<file path="src/sv/qts_pkg.sv">
`default_nettype none
package qts_pkg;

  // Command codes of an input item
  localparam logic CMD_ENQ = 1'b0;
  localparam logic CMD_DEQ = 1'b1;

  // Status codes of a result item
  localparam logic [1:0] ST_OK    = 2'd0;
  localparam logic [1:0] ST_EMPTY = 2'd1;
  localparam logic [1:0] ST_FULL  = 2'd2;

  // Value returned by a dequeue on an empty queue
  localparam logic signed [31:0] EMPTY_DATA = -32'sd1;

  typedef struct packed {
    logic               command;
    logic signed [31:0] value;
  } qts_in_t;

  typedef struct packed {
    logic signed [31:0] data_out;
    logic [1:0]         status;
  } qts_out_t;

  // Which result the output register is loaded with
  typedef enum logic [1:0] {
    RES_ENQ_OK,
    RES_FULL,
    RES_EMPTY,
    RES_POP
  } res_sel_e;

  // Controller to datapath
  typedef struct packed {
    logic     push;     // write input value onto input stack
    logic     move_rd;  // pop input stack top toward output stack
    logic     pop_rd;   // read output stack top, decrement count
    logic     load;     // load result into output register
    res_sel_e res_sel;
  } qts_cmd_t;

  // Datapath to controller
  typedef struct packed {
    logic in_zero;
    logic in_one;
    logic in_full;
    logic out_zero;
  } qts_sts_t;

endpackage
`default_nettype wire

</file>
<file path="src/sv/qts_dp.sv">
`default_nettype none
module qts_dp #(
  parameter int DEPTH = 16
) (
  input  wire logic             clk_i,
  input  wire logic             rst_ni,
  input  wire qts_pkg::qts_cmd_t cmd_i,
  input  wire logic signed [31:0] value_i,
  output qts_pkg::qts_sts_t     sts_o,
  output qts_pkg::qts_out_t     res_o
);
  import qts_pkg::*;

  localparam int AW = (DEPTH > 1) ? $clog2(DEPTH) : 1;
  localparam int CW = $clog2(DEPTH + 1);

  logic signed [31:0] in_mem  [DEPTH];
  logic signed [31:0] out_mem [DEPTH];

  logic [CW-1:0]      in_cnt_q, in_cnt_d;
  logic [CW-1:0]      out_cnt_q, out_cnt_d;
  logic [CW-1:0]      in_cnt_m1, out_cnt_m1;
  logic               mv_pend_q;
  logic signed [31:0] in_rdata_q;
  logic signed [31:0] out_rdata_q;
  qts_out_t           res_q, res_d;

  assign in_cnt_m1  = in_cnt_q - CW'(1);
  assign out_cnt_m1 = out_cnt_q - CW'(1);

  // Status toward the controller
  assign sts_o.in_zero  = (in_cnt_q == '0);
  assign sts_o.in_one   = (in_cnt_q == CW'(1));
  assign sts_o.in_full  = (in_cnt_q == CW'(DEPTH));
  assign sts_o.out_zero = (out_cnt_q == '0);

  // Count updates; a moved entry lands in the cycle after its read
  always_comb begin
    in_cnt_d  = in_cnt_q;
    out_cnt_d = out_cnt_q;
    if (cmd_i.push) begin
      in_cnt_d = in_cnt_q + CW'(1);
    end else if (cmd_i.move_rd) begin
      in_cnt_d = in_cnt_m1;
    end
    if (mv_pend_q) begin
      out_cnt_d = out_cnt_q + CW'(1);
    end else if (cmd_i.pop_rd) begin
      out_cnt_d = out_cnt_m1;
    end
  end

  always_ff @(posedge clk_i or negedge rst_ni) begin
    if (!rst_ni) begin
      in_cnt_q  <= '0;
      out_cnt_q <= '0;
      mv_pend_q <= 1'b0;
    end else begin
      in_cnt_q  <= in_cnt_d;
      out_cnt_q <= out_cnt_d;
      mv_pend_q <= cmd_i.move_rd;
    end
  end

  // Input stack memory
  always_ff @(posedge clk_i) begin
    if (cmd_i.push) begin
      in_mem[in_cnt_q[AW-1:0]] <= value_i;
    end
    if (cmd_i.move_rd) begin
      in_rdata_q <= in_mem[in_cnt_m1[AW-1:0]];
    end
  end

  // Output stack memory
  always_ff @(posedge clk_i) begin
    if (mv_pend_q) begin
      out_mem[out_cnt_q[AW-1:0]] <= in_rdata_q;
    end
    if (cmd_i.pop_rd) begin
      out_rdata_q <= out_mem[out_cnt_m1[AW-1:0]];
    end
  end

  // Result select
  always_comb begin
    unique case (cmd_i.res_sel)
      RES_ENQ_OK: res_d = '{data_out: '0, status: ST_OK};
      RES_FULL:   res_d = '{data_out: '0, status: ST_FULL};
      RES_EMPTY:  res_d = '{data_out: EMPTY_DATA, status: ST_EMPTY};
      RES_POP:    res_d = '{data_out: out_rdata_q, status: ST_OK};
      default:    res_d = '{data_out: '0, status: ST_OK};
    endcase
  end

  // Output register
  always_ff @(posedge clk_i) begin
    if (cmd_i.load) begin
      res_q <= res_d;
    end
  end

  assign res_o = res_q;

  a_push_not_full: assert property (@(posedge clk_i) disable iff (!rst_ni)
    cmd_i.push |-> !sts_o.in_full)
    else $error("push onto full input stack");

  a_move_not_empty: assert property (@(posedge clk_i) disable iff (!rst_ni)
    cmd_i.move_rd |-> !sts_o.in_zero)
    else $error("move from empty input stack");

  a_pop_not_empty: assert property (@(posedge clk_i) disable iff (!rst_ni)
    cmd_i.pop_rd |-> (!sts_o.out_zero && !mv_pend_q))
    else $error("pop from empty output stack or during move");

  a_move_fits: assert property (@(posedge clk_i) disable iff (!rst_ni)
    mv_pend_q |-> (out_cnt_q != CW'(DEPTH)))
    else $error("moved entry overflows output stack");

endmodule
`default_nettype wire

</file>
<file path="src/sv/qts_ctrl.sv">
`default_nettype none
module qts_ctrl (
  input  wire logic              clk_i,
  input  wire logic              rst_ni,
  input  wire logic              in_valid_i,
  input  wire logic              in_command_i,
  output logic                   in_stall_o,
  output logic                   out_valid_o,
  input  wire logic              out_stall_i,
  input  wire qts_pkg::qts_sts_t sts_i,
  output qts_pkg::qts_cmd_t      cmd_o
);
  import qts_pkg::*;

  typedef enum logic [2:0] {
    S_IDLE,
    S_MOVE,
    S_MOVE_LAST,
    S_POP,
    S_RESP
  } state_e;

  state_e   state_q, state_d;
  res_sel_e res_sel_q, res_sel_d;
  logic     out_valid_q, out_valid_d;
  logic     slot_free;

  assign in_stall_o  = (state_q != S_IDLE);
  assign out_valid_o = out_valid_q;
  assign slot_free   = !out_valid_q || !out_stall_i;

  // Next state and commands
  always_comb begin
    state_d       = state_q;
    res_sel_d     = res_sel_q;
    cmd_o.push    = 1'b0;
    cmd_o.move_rd = 1'b0;
    cmd_o.pop_rd  = 1'b0;
    cmd_o.load    = 1'b0;
    cmd_o.res_sel = res_sel_q;
    unique case (state_q)
      S_IDLE: begin
        if (in_valid_i) begin
          state_d = S_RESP;
          if (in_command_i == CMD_ENQ) begin
            if (!sts_i.in_full) begin
              cmd_o.push = 1'b1;
              res_sel_d  = RES_ENQ_OK;
            end else begin
              res_sel_d = RES_FULL;
            end
          end else if (!sts_i.out_zero) begin
            cmd_o.pop_rd = 1'b1;
            res_sel_d    = RES_POP;
          end else if (sts_i.in_zero) begin
            res_sel_d = RES_EMPTY;
          end else begin
            state_d = S_MOVE;
          end
        end
      end
      S_MOVE: begin
        cmd_o.move_rd = 1'b1;
        if (sts_i.in_one) begin
          state_d = S_MOVE_LAST;
        end
      end
      // last moved entry is written this cycle
      S_MOVE_LAST: state_d = S_POP;
      S_POP: begin
        cmd_o.pop_rd = 1'b1;
        res_sel_d    = RES_POP;
        state_d      = S_RESP;
      end
      S_RESP: begin
        if (slot_free) begin
          cmd_o.load = 1'b1;
          state_d    = S_IDLE;
        end
      end
      default: state_d = S_IDLE;
    endcase
  end

  // Output valid: set on load, cleared once the transfer completes
  always_comb begin
    if (cmd_o.load) begin
      out_valid_d = 1'b1;
    end else if (!out_stall_i) begin
      out_valid_d = 1'b0;
    end else begin
      out_valid_d = out_valid_q;
    end
  end

  always_ff @(posedge clk_i or negedge rst_ni) begin
    if (!rst_ni) begin
      state_q     <= S_IDLE;
      res_sel_q   <= RES_ENQ_OK;
      out_valid_q <= 1'b0;
    end else begin
      state_q     <= state_d;
      res_sel_q   <= res_sel_d;
      out_valid_q <= out_valid_d;
    end
  end

  a_load_slot_free: assert property (@(posedge clk_i) disable iff (!rst_ni)
    cmd_o.load |-> slot_free)
    else $error("result loaded over a pending transfer");

  a_load_sets_valid: assert property (@(posedge clk_i) disable iff (!rst_ni)
    cmd_o.load |=> out_valid_q)
    else $error("loaded result not presented");

  a_pop_then_resp: assert property (@(posedge clk_i) disable iff (!rst_ni)
    cmd_o.pop_rd |=> (state_q == S_RESP && res_sel_q == RES_POP))
    else $error("pop not followed by its response");

endmodule
`default_nettype wire

</file>
<file path="src/sv/queue_from_two_stacks.sv">
`default_nettype none
// First-in first-out queue of signed 32-bit values built from two stacks of
// DEPTH entries each. Each input transfer is an enqueue or a dequeue and
// gives exactly one result transfer (data_out, status).
// Input channel: in_valid_i / in_stall_o with payload in_i. A transfer
// happens when valid is high and stall is low. One item is worked on at a
// time; in_stall_o is high from the cycle after acceptance until the result
// sits in the output register.
// Output channel: out_valid_o / out_stall_i with payload out_o, driven from
// a register. While the receiver stalls, the result holds and the next item
// can still be accepted; its result waits until the register frees up.
// Steps: an enqueue, a refused enqueue, an empty dequeue or a dequeue from a
// non-empty output stack goes from acceptance to the response state and loads
// its result there once the output register is free. A dequeue that finds the
// output stack empty first moves all n input-stack entries, one per cycle
// through the single read port of the input stack memory, then pops the
// output stack top and loads it as the result once the register is free.
// Reset clears both stack counts, so the queue starts empty; stack memory
// contents are not cleared and need no clearing pass.
module queue_from_two_stacks #(
  parameter int DEPTH = 16
) (
  input  wire logic             clk_i,
  input  wire logic             rst_ni,
  input  wire logic             in_valid_i,
  output logic                  in_stall_o,
  input  wire qts_pkg::qts_in_t in_i,
  output logic                  out_valid_o,
  input  wire logic             out_stall_i,
  output qts_pkg::qts_out_t     out_o
);
  import qts_pkg::*;

  qts_cmd_t cmd;
  qts_sts_t sts;

  qts_ctrl u_ctrl (
    .clk_i       (clk_i),
    .rst_ni      (rst_ni),
    .in_valid_i  (in_valid_i),
    .in_command_i(in_i.command),
    .in_stall_o  (in_stall_o),
    .out_valid_o (out_valid_o),
    .out_stall_i (out_stall_i),
    .sts_i       (sts),
    .cmd_o       (cmd)
  );

  qts_dp #(
    .DEPTH(DEPTH)
  ) u_dp (
    .clk_i  (clk_i),
    .rst_ni (rst_ni),
    .cmd_i  (cmd),
    .value_i(in_i.value),
    .sts_o  (sts),
    .res_o  (out_o)
  );

endmodule
`default_nettype wire
</file>
<file path="config.mk">
export PLATFORM = sky130hd
export DESIGN_NAME = queue_from_two_stacks
export DESIGN_NICKNAME = d
export VERILOG_FILES = /design/src/sv/qts_pkg.sv /design/src/sv/qts_dp.sv /design/src/sv/qts_ctrl.sv /design/src/sv/queue_from_two_stacks.sv
export SDC_FILE = /design/constraint.sdc
export NUM_CORES = 1
export LEC_CHECK = 0
export ABC_AREA = 1
export BUFFER_PORTS_ARGS = -buffer_cell sky130_fd_sc_hd__buf_2
export CORE_MARGIN = 2
export CORE_UTILIZATION = 55
export CTS_BUF_LIST = sky130_fd_sc_hd__clkbuf_16
export CTS_CLUSTER_DIAMETER = 30
export DETAILED_ROUTE_END_ITERATION = 7
export GPL_ROUTABILITY_DRIVEN = 1
export PLACE_DENSITY_LB_ADDON = 0.1
export SKIP_CTS_REPAIR_TIMING = 1
export SYNTH_ARGS = -nofsm -noshare
export SYNTH_HDL_FRONTEND = slang
export SYNTH_SLANG_ARGS = --single-unit
</file>
<file path="constraint.sdc">
create_clock -name clk_i -period 3.2 [get_ports clk_i]
set_input_delay 0.16 -clock clk_i [delete_from_list [all_inputs] [get_ports clk_i]]
set_output_delay 0.16 -clock clk_i [all_outputs]
set_load 0.005 [all_outputs]
</file>
### Word level (Yosys, flattened, before mapping)

Memory sizes are Yosys's and may differ from the RTL's. A register that Yosys moved wholly into a read port is not among the register bits.
Cells that the tools add are included.

* register bits after elaboration: 51
* memory bits (writable): 1024
* word-level logic and storage cells: 76
* output and inout port bits: 36
* bits of input ports: 37
* memories: 2

Memories
* u_dp.in_mem: words 16, bits a word 32, read ports 1, clocked after memory_dff 1, write ports 1, RTL line qts_dp.sv:17 `logic signed [31:0] in_mem [DEPTH];`
* u_dp.out_mem: words 16, bits a word 32, read ports 1, clocked after memory_dff 1, write ports 1, RTL line qts_dp.sv:18 `logic signed [31:0] out_mem [DEPTH];`

* equality and inequality tests: 14
* muxes and demuxes: 35
* reduce and logical (&&, ||, !) cells: 13
* add/sub/neg operators: 4

Operators by type and width (number)
* case mux 34 bit (4 select lines): 1
* 2-to-1 mux 5 bit: 4
* 2-to-1 mux 3 bit: 6
* 2-to-1 mux 1 bit: 17
* case mux 3 bit (5 select lines): 1
* adder 5 x 1 -> 5 bit (second input constant): 2
* logical NOT 5 bit: 2
* subtractor 5 x 1 -> 5 bit (second input constant): 2
* 2-to-1 mux 2 bit: 4
* equality test 3 x 2 -> 1 bit (second input constant): 2
* AND reduction 3 bit: 2
* nonzero test 2 bit: 3
* equality test 5 x 1 -> 1 bit (second input constant): 1
* equality test 5 bit (second input constant): 1
* equality test 2 bit (second input constant): 2
* inequality test 2 x 1 -> 1 bit (second input constant): 2
* inequality test 2 bit (second input constant): 2
* inequality test 4 bit (second input constant): 1
* case mux 2 bit (2 select lines): 1
* equality test 3 x 1 -> 1 bit (second input constant): 1
* equality test 3 bit (second input constant): 1
* logical NOT 3 bit: 1
* nonzero test 3 bit: 1
* equality test 2 x 1 -> 1 bit (second input constant): 1
* 4 further kinds: 5

### Longest topological paths before layout

Gate-level depths: netlist (run 1).

* depth in word-level cells: 7
* gate-level depth with buffers: 14
* gate-level depth less buffers: 9

### Cells and area by module

A second synthesis (run 1) with hierarchy kept.

* cell total of the unflattened synthesis: 4492
* area, all modules: 47941.0 um2

By module, submodules not included
* qts_dp: area each 47534.3 um2, seq. area each 33967.6 um2, cells an instance 4439, instances 1
* qts_ctrl: area each 406.6 um2, seq. area each 150.1 um2, cells an instance 53, instances 1

### Least setup slack after synthesis (run 1)

No wires, ideal clock.

* kind: register -> register
* start: reg u_dp.in_cnt_q[0]
* end: mem u_dp.in_mem[0][0], enable pin
* arrival: 2.787 ns
* period minus slack after synthesis: 3.208 ns
* setup slack: -0.008 ns
* stages on the path, launching flop included: 10
* buffers on the path: 2
* setup time: 0.421 ns
* data required time: 2.779 ns
* cell sequence: dfrtp_1 > inv_2 > buf_2 > clkbuf_1 > ha_1 > nand3_1 > nand2_1 > inv_1 > nand2_1 > nor2_1

* longest elaborated chain between the ends: 7

RTL lines
* from (decl): RTL line qts_dp.sv:20 `logic [CW-1:0] in_cnt_q, in_cnt_d;`
* from (signal assigned): RTL line qts_dp.sv:59 `in_cnt_q <= in_cnt_d;`
* equality test 5 bit: RTL line qts_dp.sv:34 `assign sts_o.in_full = (in_cnt_q == CW'(DEPTH));`
* 2-to-1 mux 1 bit: RTL line qts_ctrl.sv:46 `if (!sts_i.in_full) begin`
* 2-to-1 mux 1 bit: RTL line qts_ctrl.sv:45 `if (in_command_i == CMD_ENQ) begin`
* 2-to-1 mux 1 bit: RTL line qts_ctrl.sv:43 `if (in_valid_i) begin`
* 2-to-1 mux 1 bit: RTL line qts_ctrl.sv:41 `unique case (state_q)`
* 2-to-1 mux 1 bit: RTL line qts_dp.sv:67 `if (cmd_i.push) begin`
* 2-to-1 mux 1 bit (not written as such): RTL line qts_dp.sv:68 `in_mem[in_cnt_q[AW-1:0]] <= value_i;`
* to (decl): RTL line qts_dp.sv:17

Several ways; a longest one is shown, not always the timed one.

### Worst setup path after layout (run 1)

* start: reg u_ctrl.state_q[1]
* end: mem u_dp.in_mem[0][26], enable pin

* longest elaborated chain between the ends: 4

RTL lines
* from (decl): RTL line qts_ctrl.sv:23 `state_e state_q, state_d;`
* from (signal assigned): RTL line qts_ctrl.sv:102 `state_q <= state_d;`
* logical NOT 3 bit: RTL line qts_ctrl.sv:41
* 2-to-1 mux 1 bit: RTL line qts_ctrl.sv:41
* 2-to-1 mux 1 bit: RTL line qts_dp.sv:67
* 2-to-1 mux 1 bit (not written as such): RTL line qts_dp.sv:68

Every way passes these cells.

==> reports/metrics.cfg, run 1 <==
[floorplan]
die_area_sq_um=84600
num_io_pins=73
row_count=105
start_util_pct=55.4
core_area_sq_um=81700
fp.dieH_um=291
die-width_um=291

[clock_tree]
cts_tree=done
cts_buffers=192
cts_max_level=4
cts_root_buf=clkbuf_16
clock_latency_ns=0.76
clockBufferDepth=3
cts_sinks=1139
clk_pin_slew_ns=0.05

[timing]
hold_viol=0
max_slew_margin_pct=12.1
slew_violations=0
final.setup.tns_ns=0
setup_viol=0
min_period_ns=2.78
rsz0062_at_grt=false
fin_crit_sh_pct=86.7
skew_ns=0.0351
fmax_ghz=0.360
worst_pin_slew_ns=1.32
setup_ws_ns=0.424

[final_layout]
diodes=0
regArea_sq_um=34100
fill_cells=5788
drive_gt1_share_pct=13.4
layout.nets=3827
multiInputGateArea_sq_um=9860
syn_to_final_growth_pct=20.1
fin_cells=5016

[flow_run]
cap_violations=0

[worst_setup_path]
cp-end-kind=register
critical_path_required_ns=3.61
critical_path.startpoint_type=register
worstReg2RegStart=u_ctrl.state_q[1]
crit_fanout=24
path_class=register to register
cp-startpoint=u_ctrl.state_q[1]
cp.arrival_ns=3.19

[logic_synthesis]
yosysWarnings=0
syn_avg_cell_area_sq_um=12.5
netlist_top_cells_count=1122 x edfxtp_1, 910 x nor2_1, 412 x nand3_1
synth-seq-cells=1139
ys_types=31
synthTopCellsByArea=edfxtp_1 74%, nor2_1 7.5%, nand3_1 4.6%, o21ai_0 3.4%, nand2_1 2.0%
ys_seq_area_share_pct=75.4
yosysMostFrequentCell=edfxtp_1
synth_cells=3612
ys_async_sr_fraction_pct=1.49
synth_edf_count=1122
syn_area_sq_um=45200
synth_top_area_share_pct=74.5
synth_top_cell_by_area=edfxtp_1
ys.flop_type=edfxtp_1
synth_fp_nets=3659

[drt]
antenna_left=0
num_vias=28659
dr.pass1.iters=6
drt_iter0_drc=2954
wl_per_cell_um=22.3
post-route-drc-count=0
wirelength_um=112000
via_per_inst=5.71

[global_routing]
grt_max_degree=226
grt_pass1_vias=27868
antenna_found_initial=1
grt-ovfl-total=0
grt_pass1_wl_um=169000
grt_use_total_pct=26.4

[place]
io_buffers=72
post-place-cells=4619
dp_slack_ns=0.479
hpwlAfterDp_um=57300
gp_congestion=0.790

[hold_path]
hold_path.class=primary input to register
hp-start=out_stall_i

[power_and_ir_drop]
p_per_area_nw_per_um2=1100
cellLeakagePower_nw=19.1
ir_drop_mv=0.838

[status]
status=completed

[critical path: stages (launching register included)]
cell	delay [ns]
dfrtp_1	0.45
nor2_1	0.18
nand3_1	0.13
nor2_1	0.29
nand2_1	0.12
inv_1	0.19
nand2_1	0.26
nor2_4	0.49
buf_12	0.29
[cell families after synthesis]
logic type,Yosys count,synth area share [%]
compound gates,523,6.41
flops,1139,75.4
buf+inv,359,3.48
simple gates,1574,14.2
fa+ha+maj,10,0.277
xor+xnor,7,0.185
[layout make-up]
cell class / count / area share [%]
tap: 1070 / 2.46
multi-input combinational: 2114 / 18.1
clock inverter: 165 / 3.39
clock buffer: 195 / 8.98
timing repair buffer: 192 / 3.25
inverter: 141 / 1.00
sequential: 1139 / 62.8
[power by group]
group          total [mW]  switching, mW  internal [mW]  leakage, nW
combinational        19.5           13.4           6.10         5.49
sequential           19.4          0.926           18.5         10.3
clock                20.8           7.32           13.5         3.28
total                59.7           21.7           38.0         19.1
[placed cells by master (no fill, tap or decap), types with 21 or more instances in the layout]
master         instances
buf_12                33
buf_2                 72
buf_4                 50
bufinv_16             28
clkbuf_16            195
clkinv_1              24
clkinv_2              28
clkinv_4              21
clkinvlp_4            27
dlygate4sd3_1         37
edfxtp_1            1122
inv_1                147
nand2_1              244
nand3_1              412
nor2_1               877
nor2_4                33
o211ai_1             111
o21ai_0              305
o21ai_1              103
[worst paths after layout]
kind                                      end  slack (ns)  cells past startpoint
setup / recovery           u_dp.in_mem[0][26]        0.42                      8
setup reg to reg           u_dp.in_mem[0][26]        0.42                      8
hold reg to reg            u_ctrl.out_valid_o        0.49                      2
min in group asynchronous    u_dp.in_cnt_q[4]        0.62                      3
hold / removal             u_ctrl.out_valid_o        0.18                      4
max in group asynchronous   u_dp.out_cnt_q[0]        1.94                      3
[flip-flops by register name (all words and copies together) (netlist names)]
register	flops
u_dp.in_rdata_q	32
u_ctrl.res_sel_q	2
u_dp.out_cnt_q	5
u_dp.in_mem	512
u_dp.mv_pend_q	1
u_dp.in_cnt_q	5
u_dp.out_rdata_q	32
u_ctrl.out_valid_o	1
u_dp.out_mem	512
u_ctrl.state_q	3
u_dp.res_o	34
[metrics by stage]
| step | util [%] | hold slack, ns | power (mW) | area (sq um) |
|---|---|---|---|---|
| 3_3_place_gp | 57.8 | 0.113 | 38.6 | 47300 |
| 2_1_floorplan | - | -0.136 | 32.8 | 45200 |
| 6_report | 66.5 | 0.182 | 59.7 | 54400 |
| 5_1_grt | 66.5 | 0.179 | 62.9 | 54400 |
| 4_1_cts | 66.1 | -0.683 | 59.9 | 54000 |
| 3_5_place_dp | 57.8 | 0.119 | 39.0 | 47300 |
[metal layers]
layer  track usage [%]  up-vias  part of all wire [%]
met3              4.37      221                   7.1
met2              43.9     1205                    50
met1              35.8    13985                    41
met5                 0        -                     0
met4              8.78        0                   2.4
li1                  -    13248                     -
No activity file was read; power rests on OpenSTA's default activity.
==> inputs of run 2 (changes only) <==
clock period = 2.7 ns   (was 3.2 ns; I/O delays follow)
==> run 2 against run 1 <==
Via count increased by 0.36%; routed wire length about the same; clock skew increased by 0.011 ns; core utilization increased by 1.0 points; die area unchanged; sequential power increased by 20%; largest cell class unchanged; highest routed layer unchanged.
==> reports/metrics.cfg, run 2 (synthesis results as in run 1) <==
[final_layout]
final_cell_mix=1122 x edfxtp_1, 877 x nor2_1, 412 x nand3_1  ; unchanged
layout.nets=3855  ; was 3827
mostFrequentLayoutCell=edfxtp_1  ; unchanged
diodes=0  ; unchanged
final_area_sq_um=55200  ; was 54400 sq um
drive_gt1_share_pct=14.0  ; was 13.4%
syn_to_final_growth_pct=22.0  ; was 20.1%

[global_routing]
grt_pass1_vias=28725  ; was 27868
antenna_found_initial=1  ; unchanged
top_usage_layer=met2  ; unchanged
grt_max_degree=212  ; was 226
grt_use_met2_pct=45.7  ; was 43.9%
grt_use_total_pct=26.6  ; was 26.4%
grt-ovfl-total=0  ; unchanged
grt_pass1_wl_um=170000  ; was 169000 um
met1_usage_pct=34.4  ; was 35.8%
met3_usage_pct=4.47  ; was 4.37%

[drt]
num_vias=28761  ; was 28659
dr.pass1.iters=6  ; unchanged
drt_iter0_drc=2863  ; was 2954
antenna_left=0  ; unchanged
post-route-drc-count=0  ; unchanged
wirelength_um=112000  ; about the same
wl_per_cell_um=22.1  ; was 22.3 um
via_per_inst=5.69  ; was 5.71

[timing]
setup_viol=0  ; unchanged
rsz0062_at_grt=false  ; unchanged
skew_ns=0.0456  ; was 0.0351 ns
holdWs_ns=0.157  ; was 0.182 ns
worst_pin_slew_ns=1.16  ; was 1.32 ns
fmax_ghz=0.415  ; was 0.360 GHz
fin_crit_sh_pct=89.3  ; was 86.7%
min_period_ns=2.41  ; was 2.78 ns
setup_ws_ns=0.289  ; was 0.424 ns
final.setup.tns_ns=0  ; unchanged
hold_viol=0  ; unchanged
slew_violations=0  ; unchanged
max_slew_margin_pct=22.5  ; was 12.1%

[place]
hpwlAfterDp_um=56400  ; was 57300 um
io_buffers=72  ; unchanged
placedInstanceArea_sq_um=47500  ; was 47300 sq um
dp_slack_ns=0.335  ; was 0.479 ns
gp_congestion=0.818  ; was 0.790

[worst_setup_path]
cp-end-kind=register  ; unchanged
critical_path.startpoint_type=register  ; unchanged
crit_fanout=99  ; was 24
critical_path_required_ns=3.31  ; was 3.61 ns
cp-startpoint=u_dp.out_cnt_q[0]  ; was u_ctrl.state_q[1]
cp.arrival_ns=3.02  ; was 3.19 ns
path_class=register to register  ; unchanged
worstReg2RegStart=u_dp.out_cnt_q[0]  ; was u_ctrl.state_q[1]

[flow_run]
cap_violations=0  ; unchanged

[floorplan]
start_util_pct=55.4  ; unchanged
core_area_sq_um=81700  ; unchanged
fp.dieH_um=291  ; unchanged
row_count=105  ; unchanged
die-width_um=291  ; unchanged
num_io_pins=73  ; unchanged
die_area_sq_um=84600  ; unchanged

[clock_tree]
cts_max_level=4  ; unchanged
cts_tree=done  ; unchanged
cts_buffers=204  ; was 192
clockBufferDepth=3  ; unchanged
cts_root_buf=clkbuf_16  ; unchanged
clk_pin_slew_ns=0.05  ; about the same
cts_sinks=1139  ; unchanged
clock_latency_ns=0.76  ; about the same

[hold_path]
hp-start=out_stall_i  ; unchanged
hold_path.class=primary input to register  ; unchanged

[status]
status=completed  ; unchanged

[power_and_ir_drop]
power_mw=73.1  ; was 59.7 mW
p_per_area_nw_per_um2=1320  ; was 1100 nW/um^2
cellLeakagePower_nw=19.5  ; was 19.1 nW
ir_drop_mv=1.36  ; was 0.838 mV

[run 2: cell types whose count changed in the layout (fill, tap and decap cells not counted), sizes merged]
cell and delta:
clkbuf +11, inv +6, clkinv +2, buf +15, bufinv +10, clkinvlp -3
dlygate4sd3 +1
[run 2: worst paths after layout]
| kind | cells after the start | endpoint | slack, ns |
|---|---|---|---|
| hold / removal | 4 | u_ctrl.out_valid_o | 0.16 |
| setup reg to reg | 8 | u_dp.out_rdata_q[5] | 0.29 |
| max in group asynchronous | 3 | u_dp.in_cnt_q[0] | 1.52 |
| min in group asynchronous | 3 | u_dp.out_cnt_q[4] | 0.56 |
| setup / recovery | 8 | u_dp.out_rdata_q[5] | 0.29 |
| hold reg to reg | 2 | u_ctrl.out_valid_o | 0.50 |
[run 2: per-layer routing]
| layer | wire, um | vias up |
|---|---|---|
| met5 | 0 | - |
| met4 | 2910 | 0 |
| met3 | 7180 | 226 |
| met2 | 56400 | 1072 |
| met1 | 45300 | 14157 |
| li1 | - | 13306 |
[run 2: report_power, final]
group	switching [mW]	leakage, nW	internal (mW)
Sequential	1.13	10.3	22.0
Clock	8.86	3.59	17.6
Combinational	15.9	5.60	7.55
Total	25.9	19.5	47.2
[run 2: area by class of cell]
type	instances	area, sq um
sequential	1139	34100
timing repair buffer	208	2030
inverter	141	544
tap	1070	1340
fill	5693	26500
clock inverter	180	2160
multi-input combinational	2114	9860
clock buffer	206	5150
[run 2: critical path: stages, from the launching register on]
cell,delay [ns]
dfrtp_4,0.54
inv_6,0.12
buf_4,0.86
nor2_1,0.08
nor2_1,0.13
o21ai_0,0.10
nand3_1,0.11
nand3_1,0.10
nand2_1,0.15
[run 2: per-stage QoR]
| step | std cells | utilization (%) |
|---|---|---|
| 2_1_floorplan | 3612 | - |
| 4_1_cts | 5020 | 67.1 |
| 6_report | 5058 | 67.6 |
| 3_5_place_dp | 4634 | 58.1 |
| 3_3_place_gp | 4634 | 58.1 |
| 5_1_grt | 5058 | 67.6 |
